### src/sv/mcu_instruction_decoder_defines.svh
// Assertion macros used by the top-level decoder module.
// No dependencies.
`ifndef MCU_INSTRUCTION_DECODER_DEFINES_SVH
`define MCU_INSTRUCTION_DECODER_DEFINES_SVH
// a implies b on the same edge
`define MID_ASSERT_IMP(label, clk, rst_n, a, b) \
  label: assert property (@(posedge clk) disable iff (!rst_n) (a) |-> (b)) \
    else $error("assertion failed");
// a implies b on the next edge
`define MID_ASSERT_NXT(label, clk, rst_n, a, b) \
  label: assert property (@(posedge clk) disable iff (!rst_n) (a) |=> (b)) \
    else $error("assertion failed");
`endif

### src/sv/mid_pkg.sv
// Package for the instruction decoder: mnemonic codes and stage types.
// No dependencies.
package mid_pkg;
  typedef enum logic [6:0] {
    M_INVALID, M_NOP, M_MOVW, M_MULS, M_MULSU, M_FMUL, M_FMULS, M_FMULSU,
    M_CPC, M_SBC, M_ADD, M_CPSE, M_CP, M_SUB, M_ADC, M_AND, M_EOR, M_OR,
    M_MOV, M_CPI, M_SBCI, M_SUBI, M_ORI, M_ANDI, M_LDD, M_STD, M_LDS, M_LD,
    M_LPM, M_ELPM, M_POP, M_STS, M_ST, M_XCH, M_LAS, M_LAC, M_LAT, M_PUSH,
    M_BSET, M_BCLR, M_IJMP, M_EIJMP, M_RET, M_ICALL, M_RETI, M_EICALL,
    M_SLEEP, M_BREAK, M_WDR, M_SPM, M_COM, M_NEG, M_SWAP, M_INC, M_ASR,
    M_LSR, M_ROR, M_DEC, M_DES, M_JMP, M_CALL, M_ADIW, M_SBIW, M_CBI,
    M_SBIC, M_SBI, M_SBIS, M_MUL, M_IN, M_OUT, M_RJMP, M_RCALL, M_LDI,
    M_BRBS, M_BRBC, M_BLD, M_BST, M_SBRC, M_SBRS
  } mnem_t;

  localparam logic [1:0] P_NONE = 2'd0;
  localparam logic [1:0] P_X    = 2'd1;
  localparam logic [1:0] P_Y    = 2'd2;
  localparam logic [1:0] P_Z    = 2'd3;

  typedef enum logic [3:0] {
    G_ZERO, G_RR, G_RI, G_LDD, G_LS, G_MISC, G_IO, G_MUL, G_INOUT, G_RJ,
    G_BR, G_BLDST, G_SBR
  } grp_t;

  typedef struct packed {
    logic        vld;
    grp_t        grp;
    logic [15:0] w;
    logic [15:0] w2;
  } cls_t;

  typedef struct packed {
    logic        vld;
    mnem_t       mn;
    logic [4:0]  ra;
    logic [4:0]  rb;
    logic [7:0]  imm;
    logic [5:0]  io;
    logic [2:0]  bit_i;
    logic [11:0] rel;
    logic [22:0] addr;
    logic [1:0]  ptr;
    logic [1:0]  mode;
    logic        brc;
    logic        two;
  } dec_t;
endpackage

### src/sv/mid_classify.sv
// Stage 1: registers the input item and its opcode group.
// Depends on mid_pkg.
module mid_classify import mid_pkg::*; (
  input  logic        clk,
  input  logic        rst_n,
  input  logic        vld_i,
  input  logic [15:0] w_i,
  input  logic [15:0] w2_i,
  output cls_t        cls_o
);
  cls_t cls_r, cls_nxt;

  always_comb begin
    cls_nxt.vld = vld_i;
    cls_nxt.w   = w_i;
    cls_nxt.w2  = w2_i;
    if (w_i[15:10] == 6'd0) cls_nxt.grp = G_ZERO;
    else if (w_i[15:10] <= 6'd11) cls_nxt.grp = G_RR;
    else begin
      case (w_i[15:12])
        4'h8, 4'ha: cls_nxt.grp = G_LDD;
        4'h9: begin
          case (w_i[11:10])
            2'd0: cls_nxt.grp = G_LS;
            2'd1: cls_nxt.grp = G_MISC;
            2'd2: cls_nxt.grp = G_IO;
            default: cls_nxt.grp = G_MUL;
          endcase
        end
        4'hb: cls_nxt.grp = G_INOUT;
        4'hc, 4'hd: cls_nxt.grp = G_RJ;
        4'hf: begin
          case (w_i[11:10])
            2'd0, 2'd1: cls_nxt.grp = G_BR;
            2'd2: cls_nxt.grp = G_BLDST;
            default: cls_nxt.grp = G_SBR;
          endcase
        end
        default: cls_nxt.grp = G_RI;
      endcase
    end
  end

  always_ff @(posedge clk) begin
    if (!rst_n) begin
      cls_r.vld <= 1'b0;
    end else begin
      cls_r.vld <= cls_nxt.vld;
    end
    cls_r.grp <= cls_nxt.grp;
    cls_r.w   <= cls_nxt.w;
    cls_r.w2  <= cls_nxt.w2;
  end

  assign cls_o = cls_r;
endmodule

### src/sv/mid_decode.sv
// Stage 2: decodes mnemonic and operand fields within the group.
// Depends on mid_pkg.
module mid_decode import mid_pkg::*; (
  input  logic clk,
  input  logic rst_n,
  input  cls_t cls_i,
  output dec_t dec_o
);
  dec_t dec_r, dec_nxt;
  logic [15:0] w;
  logic [4:0]  d5, r5;

  assign w  = cls_i.w;
  assign d5 = w[8:4];
  assign r5 = {w[9], w[3:0]};

  always_comb begin
    dec_nxt       = '0;
    dec_nxt.vld   = cls_i.vld;
    dec_nxt.mn    = M_INVALID;
    case (cls_i.grp)
      G_ZERO: begin
        if (w == 16'h0000) dec_nxt.mn = M_NOP;
        else if (w[15:8] == 8'h01) begin
          dec_nxt.mn = M_MOVW; dec_nxt.ra = {w[7:4], 1'b0}; dec_nxt.rb = {w[3:0], 1'b0};
        end else if (w[15:8] == 8'h02) begin
          dec_nxt.mn = M_MULS; dec_nxt.ra = {1'b1, w[7:4]}; dec_nxt.rb = {1'b1, w[3:0]};
        end else if (w[15:8] == 8'h03) begin
          case ({w[7], w[3]})
            2'd0: dec_nxt.mn = M_MULSU;
            2'd1: dec_nxt.mn = M_FMUL;
            2'd2: dec_nxt.mn = M_FMULS;
            default: dec_nxt.mn = M_FMULSU;
          endcase
          dec_nxt.ra = {2'b10, w[6:4]}; dec_nxt.rb = {2'b10, w[2:0]};
        end
      end
      G_RR: begin
        case (w[13:10])
          4'd1: dec_nxt.mn = M_CPC;
          4'd2: dec_nxt.mn = M_SBC;
          4'd3: dec_nxt.mn = M_ADD;
          4'd4: dec_nxt.mn = M_CPSE;
          4'd5: dec_nxt.mn = M_CP;
          4'd6: dec_nxt.mn = M_SUB;
          4'd7: dec_nxt.mn = M_ADC;
          4'd8: dec_nxt.mn = M_AND;
          4'd9: dec_nxt.mn = M_EOR;
          4'd10: dec_nxt.mn = M_OR;
          default: dec_nxt.mn = M_MOV;
        endcase
        dec_nxt.ra = d5; dec_nxt.rb = r5;
      end
      G_RI: begin
        case (w[15:12])
          4'h3: dec_nxt.mn = M_CPI;
          4'h4: dec_nxt.mn = M_SBCI;
          4'h5: dec_nxt.mn = M_SUBI;
          4'h6: dec_nxt.mn = M_ORI;
          4'h7: dec_nxt.mn = M_ANDI;
          default: dec_nxt.mn = M_LDI;
        endcase
        dec_nxt.ra = {1'b1, w[7:4]}; dec_nxt.imm = {w[11:8], w[3:0]};
      end
      G_LDD: begin
        dec_nxt.mn  = w[9] ? M_STD : M_LDD;
        dec_nxt.ra  = d5;
        dec_nxt.imm = {2'b00, w[13], w[11:10], w[2:0]};
        dec_nxt.ptr = w[3] ? P_Y : P_Z;
      end
      G_LS: begin
        // reserved slots keep the register field
        dec_nxt.ra = d5;
        case (w[3:0])
          4'h0: begin
            dec_nxt.mn = w[9] ? M_STS : M_LDS;
            dec_nxt.addr = {7'd0, cls_i.w2}; dec_nxt.two = 1'b1;
          end
          4'h1, 4'h2: begin
            dec_nxt.mn = w[9] ? M_ST : M_LD; dec_nxt.ptr = P_Z; dec_nxt.mode = w[1:0];
          end
          4'h9, 4'ha: begin
            dec_nxt.mn = w[9] ? M_ST : M_LD; dec_nxt.ptr = P_Y; dec_nxt.mode = w[1:0];
          end
          4'hc, 4'hd, 4'he: begin
            dec_nxt.mn = w[9] ? M_ST : M_LD; dec_nxt.ptr = P_X; dec_nxt.mode = w[1:0];
          end
          4'hf: dec_nxt.mn = w[9] ? M_PUSH : M_POP;
          4'h4, 4'h5, 4'h6, 4'h7: begin
            dec_nxt.ptr = P_Z;
            if (w[9]) begin
              case (w[1:0])
                2'd0: dec_nxt.mn = M_XCH;
                2'd1: dec_nxt.mn = M_LAS;
                2'd2: dec_nxt.mn = M_LAC;
                default: dec_nxt.mn = M_LAT;
              endcase
            end else begin
              dec_nxt.mn = w[1] ? M_ELPM : M_LPM;
              dec_nxt.mode = {1'b0, w[0]};
            end
          end
          default: dec_nxt.mn = M_INVALID;
        endcase
      end
      G_MISC: begin
        if ((w & 16'h020e) == 16'h0008) begin
          if ((w & 16'hff8f) == 16'h9408) begin
            dec_nxt.mn = M_BSET; dec_nxt.bit_i = w[6:4];
          end else if ((w & 16'hff8f) == 16'h9488) begin
            dec_nxt.mn = M_BCLR; dec_nxt.bit_i = w[6:4];
          end else begin
            case (w)
              16'h9409: dec_nxt.mn = M_IJMP;
              16'h9419: dec_nxt.mn = M_EIJMP;
              16'h9508: dec_nxt.mn = M_RET;
              16'h9509: dec_nxt.mn = M_ICALL;
              16'h9518: dec_nxt.mn = M_RETI;
              16'h9519: dec_nxt.mn = M_EICALL;
              16'h9588: dec_nxt.mn = M_SLEEP;
              16'h9598: dec_nxt.mn = M_BREAK;
              16'h95a8: dec_nxt.mn = M_WDR;
              16'h95c8: begin dec_nxt.mn = M_LPM; dec_nxt.ptr = P_Z; end
              16'h95d8: begin dec_nxt.mn = M_ELPM; dec_nxt.ptr = P_Z; end
              16'h95e8: dec_nxt.mn = M_SPM;
              16'h95f8: begin
                dec_nxt.mn = M_SPM; dec_nxt.ptr = P_Z; dec_nxt.mode = 2'd1;
              end
              default: dec_nxt.mn = M_INVALID;
            endcase
          end
        end else if (!w[9]) begin
          if (w[3:2] == 2'b11) begin
            dec_nxt.mn = w[1] ? M_CALL : M_JMP;
            dec_nxt.addr = {w[8:4], w[0], cls_i.w2, 1'b0};
            dec_nxt.two = 1'b1;
          end else if (w[3:0] == 4'hb) begin
            if (!w[8]) begin dec_nxt.mn = M_DES; dec_nxt.imm = {4'd0, w[7:4]}; end
          end else begin
            case (w[3:0])
              4'h0: dec_nxt.mn = M_COM;
              4'h1: dec_nxt.mn = M_NEG;
              4'h2: dec_nxt.mn = M_SWAP;
              4'h3: dec_nxt.mn = M_INC;
              4'h5: dec_nxt.mn = M_ASR;
              4'h6: dec_nxt.mn = M_LSR;
              4'h7: dec_nxt.mn = M_ROR;
              4'ha: dec_nxt.mn = M_DEC;
              default: dec_nxt.mn = M_INVALID;
            endcase
            if (dec_nxt.mn != M_INVALID) dec_nxt.ra = d5;
          end
        end else begin
          dec_nxt.mn  = w[8] ? M_SBIW : M_ADIW;
          dec_nxt.ra  = {2'b11, w[5:4], 1'b0};
          dec_nxt.imm = {2'b00, w[7:6], w[3:0]};
        end
      end
      G_IO: begin
        case (w[9:8])
          2'd0: dec_nxt.mn = M_CBI;
          2'd1: dec_nxt.mn = M_SBIC;
          2'd2: dec_nxt.mn = M_SBI;
          default: dec_nxt.mn = M_SBIS;
        endcase
        dec_nxt.io = {1'b0, w[7:3]}; dec_nxt.bit_i = w[2:0];
      end
      G_MUL: begin
        dec_nxt.mn = M_MUL; dec_nxt.ra = d5; dec_nxt.rb = r5;
      end
      G_INOUT: begin
        dec_nxt.mn = w[11] ? M_OUT : M_IN;
        dec_nxt.ra = d5; dec_nxt.io = {w[10:9], w[3:0]};
      end
      G_RJ: begin
        dec_nxt.mn = w[12] ? M_RCALL : M_RJMP;
        dec_nxt.rel = w[11:0];
      end
      G_BR: begin
        dec_nxt.brc = w[10];
        dec_nxt.mn  = w[10] ? M_BRBC : M_BRBS;
        dec_nxt.bit_i = w[2:0];
        dec_nxt.rel = {{5{w[9]}}, w[9:3]};
      end
      G_BLDST: begin
        if (!w[3]) begin
          dec_nxt.mn = w[9] ? M_BST : M_BLD; dec_nxt.ra = d5; dec_nxt.bit_i = w[2:0];
        end
      end
      G_SBR: begin
        if (!w[3]) begin
          dec_nxt.mn = w[9] ? M_SBRS : M_SBRC; dec_nxt.ra = d5; dec_nxt.bit_i = w[2:0];
        end
      end
      default: dec_nxt.mn = M_INVALID;
    endcase
  end

  always_ff @(posedge clk) begin
    if (!rst_n) begin
      dec_r.vld <= 1'b0;
    end else begin
      dec_r.vld <= dec_nxt.vld;
    end
    dec_r.mn <= dec_nxt.mn;     dec_r.ra <= dec_nxt.ra;     dec_r.rb <= dec_nxt.rb;
    dec_r.imm <= dec_nxt.imm;   dec_r.io <= dec_nxt.io;     dec_r.bit_i <= dec_nxt.bit_i;
    dec_r.rel <= dec_nxt.rel;   dec_r.addr <= dec_nxt.addr; dec_r.ptr <= dec_nxt.ptr;
    dec_r.mode <= dec_nxt.mode; dec_r.brc <= dec_nxt.brc;   dec_r.two <= dec_nxt.two;
  end

  assign dec_o = dec_r;
endmodule

### src/sv/mcu_instruction_decoder.sv
// Pipeline from start to out_valid: classify, decode, output register.
// Throughput: one item per cycle; busy is always low, the pipeline never stalls.
// Each stage is a fixed register step; results leave as one-cycle strobes.
// Reset (rst_n low, synchronous) clears all stage valid bits; payload is not reset.
// Top level: depends on mid_pkg, mid_classify, mid_decode and the defines header.
`include "mcu_instruction_decoder_defines.svh"
module mcu_instruction_decoder import mid_pkg::*; (
  input  logic               clk,
  input  logic               rst_n,
  input  logic               start,
  output logic               busy,
  input  logic [15:0]        in_instruction_word,
  input  logic [15:0]        in_second_word,
  output logic               out_valid,
  output logic [6:0]         out_mnemonic,
  output logic [4:0]         out_reg_a,
  output logic [4:0]         out_reg_b,
  output logic [7:0]         out_immediate,
  output logic [5:0]         out_io_address,
  output logic [2:0]         out_bit_index,
  output logic signed [11:0] out_rel_offset,
  output logic [22:0]        out_long_address,
  output logic [1:0]         out_pointer_reg,
  output logic [1:0]         out_pointer_mode,
  output logic               out_branch_if_clear,
  output logic               out_two_words
);
  cls_t cls;
  dec_t dec;
  dec_t out_r;

  assign busy = 1'b0;

  mid_classify u_cls (
    .clk(clk), .rst_n(rst_n), .vld_i(start & ~busy),
    .w_i(in_instruction_word), .w2_i(in_second_word), .cls_o(cls)
  );

  mid_decode u_dec (.clk(clk), .rst_n(rst_n), .cls_i(cls), .dec_o(dec));

  always_ff @(posedge clk) begin
    if (!rst_n) begin
      out_r.vld <= 1'b0;
    end else begin
      out_r.vld <= dec.vld;
    end
    out_r.mn <= dec.mn;     out_r.ra <= dec.ra;     out_r.rb <= dec.rb;
    out_r.imm <= dec.imm;   out_r.io <= dec.io;     out_r.bit_i <= dec.bit_i;
    out_r.rel <= dec.rel;   out_r.addr <= dec.addr; out_r.ptr <= dec.ptr;
    out_r.mode <= dec.mode; out_r.brc <= dec.brc;   out_r.two <= dec.two;
  end

  assign out_valid           = out_r.vld;
  assign out_mnemonic        = out_r.mn;
  assign out_reg_a           = out_r.ra;
  assign out_reg_b           = out_r.rb;
  assign out_immediate       = out_r.imm;
  assign out_io_address      = out_r.io;
  assign out_bit_index       = out_r.bit_i;
  assign out_rel_offset      = out_r.rel;
  assign out_long_address    = out_r.addr;
  assign out_pointer_reg     = out_r.ptr;
  assign out_pointer_mode    = out_r.mode;
  assign out_branch_if_clear = out_r.brc;
  assign out_two_words       = out_r.two;

  `MID_ASSERT_NXT(a_lat, clk, rst_n, start, ##2 out_valid)
  `MID_ASSERT_IMP(a_two, clk, rst_n, out_valid && out_two_words,
    out_mnemonic == M_JMP || out_mnemonic == M_CALL ||
    out_mnemonic == M_LDS || out_mnemonic == M_STS)
  `MID_ASSERT_IMP(a_brc, clk, rst_n, out_valid && out_branch_if_clear,
    out_mnemonic == M_BRBC)
  `MID_ASSERT_IMP(a_inv, clk, rst_n, out_valid && out_mnemonic == M_INVALID,
    out_pointer_reg == P_NONE && !out_two_words)
endmodule
### config.mk
export PLATFORM = sky130hd
export DESIGN_NAME = mcu_instruction_decoder
export DESIGN_NICKNAME = d
export VERILOG_FILES = /design/src/sv/mid_pkg.sv /design/src/sv/mid_classify.sv /design/src/sv/mid_decode.sv /design/src/sv/mcu_instruction_decoder.sv
export VERILOG_INCLUDE_DIRS = /design/src /design/src/sv
export SDC_FILE = /design/constraint.sdc
export NUM_CORES = 1
export LEC_CHECK = 0
export ABC_AREA = 1
export ABC_CLOCK_PERIOD_IN_PS = 5800
export BUFFER_PORTS_ARGS = -buffer_cell sky130_fd_sc_hd__buf_2
export CAP_MARGIN = 20
export CORE_MARGIN = 5
export CORE_UTILIZATION = 55
export CTS_BUF_LIST = sky130_fd_sc_hd__clkbuf_8
export CTS_CLUSTER_DIAMETER = 60
export DETAILED_ROUTE_END_ITERATION = 8
export GPL_TIMING_DRIVEN = 0
export PLACE_DENSITY = 0.87
export SYNTH_ARGS = -nofsm -noshare
export SYNTH_HDL_FRONTEND = slang
export SYNTH_SLANG_ARGS = --single-unit
### constraint.sdc
create_clock -name clk -period 5.8 [get_ports clk]
set_input_delay 1.74 -clock clk [delete_from_list [all_inputs] [get_ports clk]]
set_output_delay 1.74 -clock clk [all_outputs]
set_load 0.01 [all_outputs]
======== Word-level counts from Yosys, hierarchy flattened ========
Memories as Yosys holds them, arrays and structs flattened. A register that Yosys moved wholly into a read port is not among the register bits.
Index checks and enable logic that the tools add are counted.
storage, ports and cells
  logic and storage cells ................. 205
  flip-flop bits (word level) ............. 189
  ROM bits ................................ 176
  memories kept ........................... 2
  bits of input ports ..................... 35
  output and inout bits ................... 77
cells by class
  equality and inequality tests ........... 65
  multiplexer cells ....................... 82
  $lt $le $gt $ge ......................... 1
  reductions and logical operators ........ 24
memory list
  name             words  width  rd ports  clocked after memory_dff  wr ports  line               RTL
  (no name shown)  16     6      1         1                         0         mid_decode.sv:140  case (w[3:0])
  (no name shown)  16     5      1         1                         0         mid_decode.sv:39   case (w[13:10])
operators by type and width
  kind                    number
  $eq A16 B16 Y1 const B  13
  $pmux W7 S13            1
  $mux W7                 12
  $eq A4 B4 Y1 const B    19
  $pmux W6 S12            1
  $mux W23                3
  $eq A4 B3 Y1 const B    13
  $pmux W23 S2            1
  $mux W12                3
  $pmux W7 S5             1
  $mux W17                2
  $mux W8                 4
  $pmux W5 S6             1
  $pmux W7 S4             1
  $eq A13 B13 Y1 const B  2
  $pmux W12 S2            1
  $pmux W8 S3             1
  $mux W3                 7
  $pmux W7 S3             1
  $mux W5                 4
  $pmux W4 S5             1
  $reduce_or A2 Y1        10
  $mux W6                 3
  $pmux W2 S3             3
  29 further kinds        64

======== Logic depth before layout (Yosys ltp) ========
  depth in word-level cells ............... 13
  depth in mapped cells ................... 14
  depth with buffers taken out ............ 13

======== Hierarchy ========
From an unflattened synthesis, not the netlist that was laid out.
unflattened totals
  cell total of the unflattened synthesis .. 718
  area total of the unflattened synthesis .. 6,399.9 µm²
modules (own cells, without submodules)
  module                   instances  area an instance (µm²)  seq. area each (µm²)  cells an instance
  mid_decode               1          3,953.8                 1,521.5               562
  mcu_instruction_decoder  1          1,540.2                 1,521.5               80
  mid_classify             1          905.9                   740.7                 76

======== Least setup slack after synthesis ========
No wires, ideal clock.
  path type ............................... input to register
  start point ............................. input port in_instruction_word[13]
  end point ............................... register u_cls.cls_r (netlist bit u_cls.cls_o[33])
  setup time .............................. 120 ps
  path buffers ............................ 1
  setup slack ............................. 3,146 ps
  arrival ................................. 2,534 ps
  stages .................................. 5
  required time ........................... 5,680 ps
  cell sequence ........................... clkbuf_1 > nand2_1 > o22ai_1 > a21oi_1 > o31a_1
between the ends
  word-level cells in the longest chain between the ends .. 3
  elaborated cells between the ends (all ways) .. 13
  those cells by class .................... 1 x order compare; 7 x eq/ne; 1 x mux; 4 x reduce/logical
ends and longest elaborated chain
  element                                                               line                           RTL
  start, declared                                                       mcu_instruction_decoder.sv:12  input logic [15:0] in_instruction_word,
  parallel branches: the longest is 3 deep, another holds $le A6 B4 Y1  --
  end, declared                                                         mid_classify.sv:11             cls_t cls_r, cls_nxt;
Several ways; the timed one is not identified.
A chain may end at the register's enable or synchronous reset.

==> reports/qor.yml <==
outcome: "finished, final reports clean"
crit_type: "reg -> reg"
syn_area_mm2: 0.00660
synth_area_per_cell_um2: 9.12
synth_top_family_by_area: "simple AND/OR/NAND/NOR gates"
post-synth-top-count-cell: "dfxtp_1"
worst-r2r-setup-slack_ns: 3.03
h-tree-depth: 4
drc_errors: 0
cts_setup_buffers: 0
p_per_area_mw_per_mm2: 326
dieArea_mm2: 0.0143
hold_viol: 0
dpl.hpwl_mm: 12.0
crit_top_cell: "nand2_1"
worst_ep_required_time_ns: 6.14
cp-start-kind: "flip-flop"
crit_buf_inv: 1
grt.total_usage_pct: 22.7
switching_share_pct: 25.6
drt-vias-per-instance: 5.33
clk_latency_ns: 0.47
drive_above_1_share_pct: 20.1
clkSinkCount: 199
hold-path-endpoint: "out_rel_offset[3]"
cts_tree: "built"
io_buffers: 110
grt_max_degree: 18
placementRows: 40
drt_iter0_drc: 506
vdd_ir_drop_max_v: 0.000120
timing.setup.tns_ns: 0
start_util_pct: 55.4
synth_compound_area_share_pct: 10.8
switchingPower_w: 0.000643
async_flop_share_pct: 0
crit_chain: "clkinv_1 -> ha_1 -> nor2_1 -> nand2_1 -> a21oi_1 -> nand3_1 -> nand2_1 -> nand2_1 -> a21oi_1 -> nand3_1"
yosys_warnings: 0
cts_made_buffers: 17
syn-num-nets: 778
min_delay_path_depth: 0
drv_cap: 0
critPathMaxStageDelay_ns: 0.56
regToRegEndpoint: "u_dec.dec_o[72]"
slowest_stage: "dfxtp_1"
nNetsFinal: 907
p_seq_share_pct: 58.6
synthCells: 724
firstDrtPassIters: 6
synth-simple-area-share_pct: 18.9
synth_cell_types: 38
place_congestion: 0.986
die_y_um: 120
synthTopCellsByCount: "dfxtp_1, nand2_1, inv_1"
critPathMaxFanout: 9
ys_seq_elements: 199
synth_top_cell_area_share_pct: 60.3
p_clk_share_pct: 32.4
antenna_left: 0
core_area_mm2: 0.0119
root_buffer: "clkbuf_8"
r2r-start: "u_cls.cls_o[17]"
tightest_slew_ns: 0.657
arrival_ns: 3.11
combPwrFrac_pct: 9.0
hold_start: "u_dec.dec_o[32]"
internal-power_w: 0.00187
num_antenna_cells: 0
yosysSeqAreaShare_pct: 60.3
finalCritPeriodShare_pct: 47.7
yosys-top-cells-area: "dfxtp_1, nand2_1, inv_1"
fin_util_pct: 64.7
r2r_cells: 10
synth_adder_area_share_pct: 3.60
stdcell_count: 1012
drv_slew: 0
power.total_w: 0.00252
grt_antenna_before_repair: 0
clk_path_buf_depth: 2
synth_edf_count: 0
synth_top_cell_by_area: "dfxtp_1"
finalSetupViolations: 0
wl_per_cell_um: 15.8
wl_mm: 16.0
hold_path.class: "reg -> reg"
finalClockSkew_ns: 0.0120
crit_family: "simple AND/OR/NAND/NOR gates"
synth_mux_area_share_pct: 0
vias: 5396
clock.fmax_mhz: 361
synth_xor_area_share_pct: 0
ioPinCount: 112
die_x_um: 120
rsz0062_at_grt: "no"
first_global_vias: 5007
largest_reg_flops: 76
end_kind: "flip-flop"
area_delta_synth_final_pct: 16.7
overflow: 0
cts-resized-gates: 0
p_leak_nw: 3.74
crit_cells: 10
place_inst: 981
grt_pass1_wl_mm: 25.3
maxSlewHeadroom_pct: 56.2
period_needed_ns: 2.77
cts.clk_slew.worst_paths_ns: 0.09
synth_ff_type: "dfxtp_1"
hold_buffers: 0
-- power by group through the flow --
stage / Clock [W] / Sequential (W) / Combinational (W)
CTS: 0.000828 / 0.00148 / 0.000221
finish: 0.000815 / 0.00148 / 0.000225
global route: 0.000888 / 0.00149 / 0.000246
detailed placement: 0 / 0.00151 / 0.000220
floorplan: 0 / 0.00151 / 0.000116
global placement: 0 / 0.00150 / 0.000217
-- logic make-up (layout without fill, tap and decap cells) --
group           Yosys count  after routing
compound gates          118            118
fa+ha+maj                19             19
buf+inv                 107            248
flops                   199            199
other cells               1              1
simple gates            280            280
-- worst reg2reg max path, delay by kind of cell (launching register included) --
kind / cells / cell delay [ns]
simple gates: 6 / 0.87
flops: 1 / 0.56
compound gates: 2 / 0.46
buf+inv: 1 / 0.41
fa+ha+maj: 1 / 0.34
-- area by class of cell --
cell class	count	area [µm²]
plain buffers	13	67.6
clock buffers	18	248
clock inverters	13	123
fillers	996	4210
inverters	94	353
multi-input cells	418	2200
flip-flops and latches	199	3980
well taps	147	184
repair buffers	110	551
-- per-stage QoR --
| stage | cell area, µm² | setup slack [ns] | hold slack, ns |
|---|---|---|---|
| 3_3_place_gp | 7340 | 2.91 | 0.310 |
| 2_1_floorplan | 6600 | 3.15 | 0.310 |
| 5_1_grt | 7710 | 2.85 | 0.330 |
| 4_1_cts | 7710 | 3.09 | 0.329 |
| 3_5_place_dp | 7340 | 2.89 | 0.312 |
| 6_report | 7710 | 3.03 | 0.329 |
-- how the worst max path moves through the flow --
stage / end / start / slack [ns]
after detailed placement: u_cls.cls_o[33] / in_instruction_word[13] / 2.89
after global placement: u_cls.cls_o[33] / in_instruction_word[13] / 2.91
after floorplan: u_cls.cls_o[33] / in_instruction_word[13] / 3.15
after global routing: u_dec.dec_o[72] / u_cls.cls_o[17] / 2.85
after CTS: out_reg_a[4] / out_reg_a[4] / 3.09
final: u_dec.dec_o[72] / u_cls.cls_o[17] / 3.03
-- per-layer routing --
metal | up-vias | track usage (%) | part of all wire, %
met5 | - | 0 | 0
met4 | 0 | 10.5 | 3.5
met2 | 271 | 35.8 | 46
met1 | 2444 | 29.6 | 42
met3 | 45 | 5.47 | 9.3
li1 | 2636 | - | -
-- placed cells by master (no fill, tap or decap), types with 4 or more instances in the layout --
cell        instances
dfxtp_1           199
nand2_1           116
buf_2             113
inv_1              81
nor2_1             66
nand3_1            51
o21ai_0            41
o22ai_1            26
a21oi_1            20
nor3_1             19
ha_1               19
clkbuf_8           18
inv_2              10
nand4_1             9
clkbuf_1            7
nor2_2              7
o32ai_1             6
o31ai_1             5
o211ai_1            5
clkinvlp_4          5
nor2_4              4
Note: power is estimated with default switching activity, not from simulation.
